`src/rtl/core/mbet_pkg.sv`:
```
package mbet_pkg;

   localparam int FRAC_BITS = 28;
   localparam int MAX_SIDE  = 4096;

   localparam int COORD_W   = 12;
   localparam int COUNT_W   = 16;
   localparam int SUM_W     = 40;
   localparam int VAL_W     = 32;
   localparam int STEP_W    = 31;
   localparam int CSR_IDX_W = 3;

   typedef enum logic [CSR_IDX_W-1:0] {
      CSR_REAL_ORIGIN = 3'd0,
      CSR_IMAG_TOP    = 3'd1,
      CSR_REAL_STEP   = 3'd2,
      CSR_IMAG_STEP   = 3'd3,
      CSR_ITER_LIMIT  = 3'd4
   } csr_index_type;

   typedef struct packed {
      logic [COORD_W-1:0] row;
      logic [COORD_W-1:0] column;
      logic               last_pixel;
   } req_type;

   typedef struct packed {
      logic [COUNT_W-1:0] iteration_count;
      logic [SUM_W-1:0]   count_sum;
      logic [COUNT_W-1:0] count_min;
      logic [COUNT_W-1:0] count_max;
      logic               frame_end;
   } rsp_type;

   typedef struct packed {
      logic load_item;
      logic c_mul;
      logic c_add;
      logic z_mul;
      logic z_step;
      logic load_rsp;
   } dp_cmd_type;

   typedef struct packed {
      logic iter_done;
   } dp_status_type;

endpackage

```
`src/rtl/core/mbet_ctrl.sv`:
```
module mbet_ctrl import mbet_pkg::*; (
   input  logic          clock,
   input  logic          reset,
   input  logic          req_valid,
   output logic          req_ready,
   output logic          rsp_valid,
   input  logic          rsp_ready,
   input  dp_status_type status,
   output dp_cmd_type    cmd
);

   typedef enum logic [2:0] {
      ST_IDLE,
      ST_C_MUL,
      ST_C_ADD,
      ST_Z_MUL,
      ST_Z_TEST,
      ST_FINISH
   } state_type;

   state_type state_ff, state_in;
   logic      rsp_valid_ff, rsp_valid_in;
   logic      out_free;

   assign out_free  = !rsp_valid_ff || rsp_ready;
   assign req_ready = (state_ff == ST_IDLE);
   assign rsp_valid = rsp_valid_ff;

   always_comb begin
      state_in      = state_ff;
      rsp_valid_in  = rsp_valid_ff && !rsp_ready;
      cmd           = '0;
      case (state_ff)
         ST_IDLE: begin
            if (req_valid) begin
               cmd.load_item = 1'b1;
               state_in      = ST_C_MUL;
            end
         end
         ST_C_MUL: begin
            cmd.c_mul = 1'b1;
            state_in  = ST_C_ADD;
         end
         ST_C_ADD: begin
            cmd.c_add = 1'b1;
            state_in  = ST_Z_MUL;
         end
         ST_Z_MUL: begin
            cmd.z_mul = 1'b1;
            state_in  = ST_Z_TEST;
         end
         ST_Z_TEST: begin
            if (status.iter_done) begin
               state_in = ST_FINISH;
            end else begin
               cmd.z_step = 1'b1;
               state_in   = ST_Z_MUL;
            end
         end
         ST_FINISH: begin
            // stats advance only when the output register can take the result
            if (out_free) begin
               cmd.load_rsp = 1'b1;
               rsp_valid_in = 1'b1;
               state_in     = ST_IDLE;
            end
         end
         default: begin
            state_in = ST_IDLE;
         end
      endcase
   end

   always_ff @(posedge clock) begin
      if (reset) begin
         state_ff     <= ST_IDLE;
         rsp_valid_ff <= 1'b0;
      end else begin
         state_ff     <= state_in;
         rsp_valid_ff <= rsp_valid_in;
      end
   end

endmodule

```
`config.mk`:
```
export PLATFORM = sky130hd
export DESIGN_NAME = mbet_ctrl
export DESIGN_NICKNAME = d
export VERILOG_FILES = /design/src/rtl/core/mbet_pkg.sv /design/src/rtl/core/mbet_ctrl.sv
export SDC_FILE = /design/constraint.sdc
export NUM_CORES = 1
export LEC_CHECK = 0
export ABC_CLOCK_PERIOD_IN_PS = 2000
export BUFFER_PORTS_ARGS = -buffer_cell sky130_fd_sc_hd__buf_4
export CAP_MARGIN = 20
export CORE_AREA = 8 8 45 47
export CTS_CLUSTER_DIAMETER = 200
export DETAILED_ROUTE_END_ITERATION = 10
export DIE_AREA = 0 0 53 55
export PLACE_DENSITY = 0.42
export SYNTH_ARGS = -nofsm -noshare
export SYNTH_HDL_FRONTEND = slang
export SYNTH_SLANG_ARGS = --single-unit
```
`constraint.sdc`:
```
create_clock -name clock -period 2 [get_ports clock]
set_clock_uncertainty 0.1 [all_clocks]
set_input_delay 0.1 -clock clock [delete_from_list [all_inputs] [get_ports clock]]
set_output_delay 0.1 -clock clock [all_outputs]
set_load 0.1 [all_outputs]
```
## Word level (Yosys, flattened, before mapping)

Index checks and enable logic that the tools add are counted.

| operators by class | value |
|---|---|
| muxes and demuxes | 15 |
| reductions and logical operators | 6 |
| equality and inequality tests | 7 |

Operators with widths:

| kind | count |
|---|---|
| $pmux 3 s6 | 1 |
| $mux 1 | 11 |
| $mux 3 | 3 |
| $eq 3x2->1 const B | 2 |
| $eq 3x3->1 const B | 2 |
| $ne 2x2->1 const B | 2 |
| $eq 3x1->1 const B | 1 |
| $logic_not 3->1 | 1 |
| $logic_not 1->1 | 2 |
| $reduce_and 2->1 | 1 |
| $logic_and 1x1->1 | 1 |
| $logic_or 1x1->1 | 1 |

| word-level totals | value |
|---|---|
| output and inout port bits | 8 |
| flip-flop bits (word level) | 4 |
| input bits | 5 |
| word-level logic and storage cells | 30 |

## Logic depth before layout (Yosys ltp)

| depth | value |
|---|---|
| depth after elaboration | 4 |
| gate-level depth with buffers | 4 |
| mapped depth without buffers | 3 |

## Least setup slack after synthesis

No wires, ideal clock.

| timing | value |
|---|---|
| path kind | register -> output |
| start | reg state_ff[0] |
| end | out cmd[5] in the netlist's numbering |
| cell stages (with the launch flop) | 4 |
| arrival time | 3.443 ns |
| setup slack | -1.643 ns |
| data required time | 1.800 ns |
| cell sequence | dfxtp_1 buf_6 nor3_1 and2_1 |

RTL lines:

| element | line | RTL |
|---|---|---|
| start: declaration | mbet_ctrl.sv:21 | `state_type state_ff, state_in;` |
| start signal: assignment | mbet_ctrl.sv:79 | `state_ff <= state_in;` |
| end: declaration | mbet_ctrl.sv:9 | `output dp_cmd_type cmd` |

==> key figures <==
Status
  • Status: finished, final reports clean

Yosys
  • Cell variety after synth: 17
  • YS warnings: 0
  • Mean Syn Cell Area: just under 9 µm²
  • Post-synthesis cell count: 27
  • Commonest cells post-synth: dfxtp_1, nor3_1
  • Seq cells post-synth: 4
  • Main area contributors after synthesis: dfxtp_1, o31a_1, nor3_1
  • Post-Syn Area: 234.0 µm²
  • Synth area leader: dfxtp_1
  • Post-synth ARST share: 0
  • Post-synth EDFFs: 0
  • Main synth FF type: dfxtp_1
  • Seq/Total Area, Yosys: 0.3422
  • Syn Nets: 32
  • Synth top area share: 0.3422
  • Most numerous cell in the Yosys netlist: dfxtp_1

Layout
  • Layout area overhead: 74.87%
  • Fill count: 153
  • Final std cells w/o fill: slightly below 60
  • N_diodes: 0
  • Nets: slightly below 50
  • Layout cell share with drive strength beyond 1: 0.5714

Critical path
  • CP Cell Sequence: inv_1 > nor3_4 > buf_4
  • Kind of cell adding the most delay to the critical path: flip-flops
  • R2r worst-path depth: 3
  • Worst setup SP type: flip-flop
  • Worst path bufs/invs: 2
  • CP Launch Point: state_ff[0]$_SDFFE_PP0P_
  • Critical Path Slowest Stage Cell: dfxtp_1
  • Critical path required time: 1.80 ns
  • Worst-path maximum fanout: 10
  • Crit. path cell count: 3
  • Crit. End Element: output port
  • WP data arrival: around 1.5 ns
  • Critical Path Max Stage Delay: between 0.6 and 0.7 ns
  • Worst setup path class: reg2out
  • Worst r2r src: state_ff[0]$_SDFFE_PP0P_

Placed design
  • I/O Buffers: 12
  • Inst Count DP: 54
  • Gpl congestion: approximately 0.74
  • Detail Placement HPWL: 550.5 µm

Detailed routing
  • DR vias/cell: between 4 and 5
  • Drt first pass iters: 1
  • ANT nets after route: 0
  • DRC errors left: 0
  • Vias: between 200 and 250
  • DR WL/cell: ~11 µm
  • WL final: approximately 630 µm
  • 1st-iter DRT viols: 0

Job
  • Max Cap Viol: 0

Floorplanning
  • Die height: approximately 55 µm
  • Initial Util: 0.1691
  • Core ar.: between 0.001 and 0.0015 mm²
  • # IOs: 13
  • Row cnt: 14
  • Die ar.: 0.002915 mm²
  • Die width: around 53 µm

STA
  • Fin. max-slew vios: 0
  • Fmax: 590.7 MHz
  • Max-Slew Margin vs Limit: 0.6582
  • Tightest Pin Transition: about 0.51 ns
  • RSZ-0062 raised after global routing: no
  • Setup violators final: 0
  • Hold_ws: 0.1505 ns
  • Hold Fails Final Rpt: 0
  • Fin crit period: around 1.7 ns
  • Period utilization: 0.8465

Clock tree
  • CTS tree: yes
  • Gates resized, CTS repair: 0
  • Post-CTS Setup Repair Bufs: 0
  • Max Root-Sink Buffers: 2
  • Clk_lat worst skew: approximately 0.23 ns
  • Reg clk slew, reported paths: approximately 0.030 ns
  • H-Tree Depth: 1
  • CTS sink count: 4
  • Clock Root Buffer: clkbuf_4
  • TritonCTS buffer count: 3

Global route
  • Vias in the first global route: approximately 280
  • Total Routing Usage GR: 0.05246
  • Initial antenna violation count: 0
  • First-pass GRT wire length: about 1.2 mm
  • Overflow after GRT: 0
  • Pin count of the biggest net entering global routing: 11

Power
  • Maximum vdd drop: roughly 0.47 mV
  • PwrDens: about 880 mW/mm²
  • P_leak: between 0.15 and 0.2 nW

Worst hold path
  • HP Start: rsp_ready
  • Worst Hold Depth: 3
  • Hold Crit Class: in2reg
-- worst register-to-register path: stages, from the launching register on --
cell     delay (ns)
dfxtp_1        0.63
inv_1          0.17
nor3_1         0.24
o31a_1         0.16
-- power breakdown --
group	total [mW]	switching [mW]	internal (mW)
clock	0.0968	0.0299	0.0669
sequential	0.103	0.0177	0.0856
combinational	0.158	0.115	0.0433
-- metrics by stage --
stage / total power, mW / setup WS, ns / setup TNS (ns) / area [µm²] / util
after global routing: 0.3749 / 0.1916 / 0 / 409.1 / 0.2957
after global placement: 0.2626 / 0.5548 / 0 / 376.6 / 0.2722
after CTS: 0.3637 / 0.3008 / 0 / 409.1 / 0.2957
after floorplan: 0.2348 / -0.08293 / -0.08293 / 277.8 / -
final: 0.3585 / 0.3071 / 0 / 409.1 / 0.2957
after detailed placement: 0.2626 / 0.5423 / 0 / 376.6 / 0.2722
-- cells by family (layout without fill, tap and decap cells) --
group	count (synthesis)	count (layout)	synth area share
buffers and inverters	3	18	0.08022
AND/OR/NAND/NOR	16	16	0.4172
flip-flops	4	4	0.3423
AO/OA/AOI/OAI	4	4	0.1604
-- flip-flops by register name, indices dropped and copies added, names as in the netlist --
name and count:
rsp_valid 1, state_ff 3
-- worst paths after layout --
| path | to | slack (ns) |
|---|---|---|
| setup / recovery | cmd[4] | 0.31 |
| hold / removal | rsp_valid$_SDFF_PP0_ | 0.15 |
| setup reg to reg | state_ff[2]$_SDFFE_PP0P_ | 0.65 |
| hold reg to reg | rsp_valid$_SDFF_PP0_ | 0.47 |
-- placed cells by master, fill, tap and decap left out --
master,instances
buf_4,12
dfxtp_1,4
nor3_4,3
clkbuf_4,3
inv_1,2
nand2_1,2
o31a_1,2
nor3b_4,1
nand2b_2,1
nor2_2,1
and2b_2,1
nand2b_1,1
and3_1,1
and2_2,1
nor2_1,1
or3_1,1
a221oi_2,1
nor3_1,1
nor3b_1,1
a21oi_1,1
dlygate4sd3_1,1
-- layout make-up --
type	instances	area [µm²]	share of cell area
well taps	16	20.02	0.04893
clock buffers	3	22.52	0.05505
inverters	2	7.507	0.01835
flip-flops and latches	4	80.08	0.1957
multi-input cells	20	178.9	0.4373
repair buffers	13	100.1	0.2446
-- per-layer routing --
layer	vias to the layer above	GRT usage	wire, µm
li1	128	-	-
met1	109	0.05623	246
met2	5	0.08398	348
met3	0	0.02674	35
met4	0	0.02586	0
met5	-	0	0
-- timing repair --
action | CTS | global route
hold buffers | 1 | 0
endpoints found under the hold margin | 2 | 0
setup endpoints to repair | 0 | 0
Power figures use the tool's default switching activity.
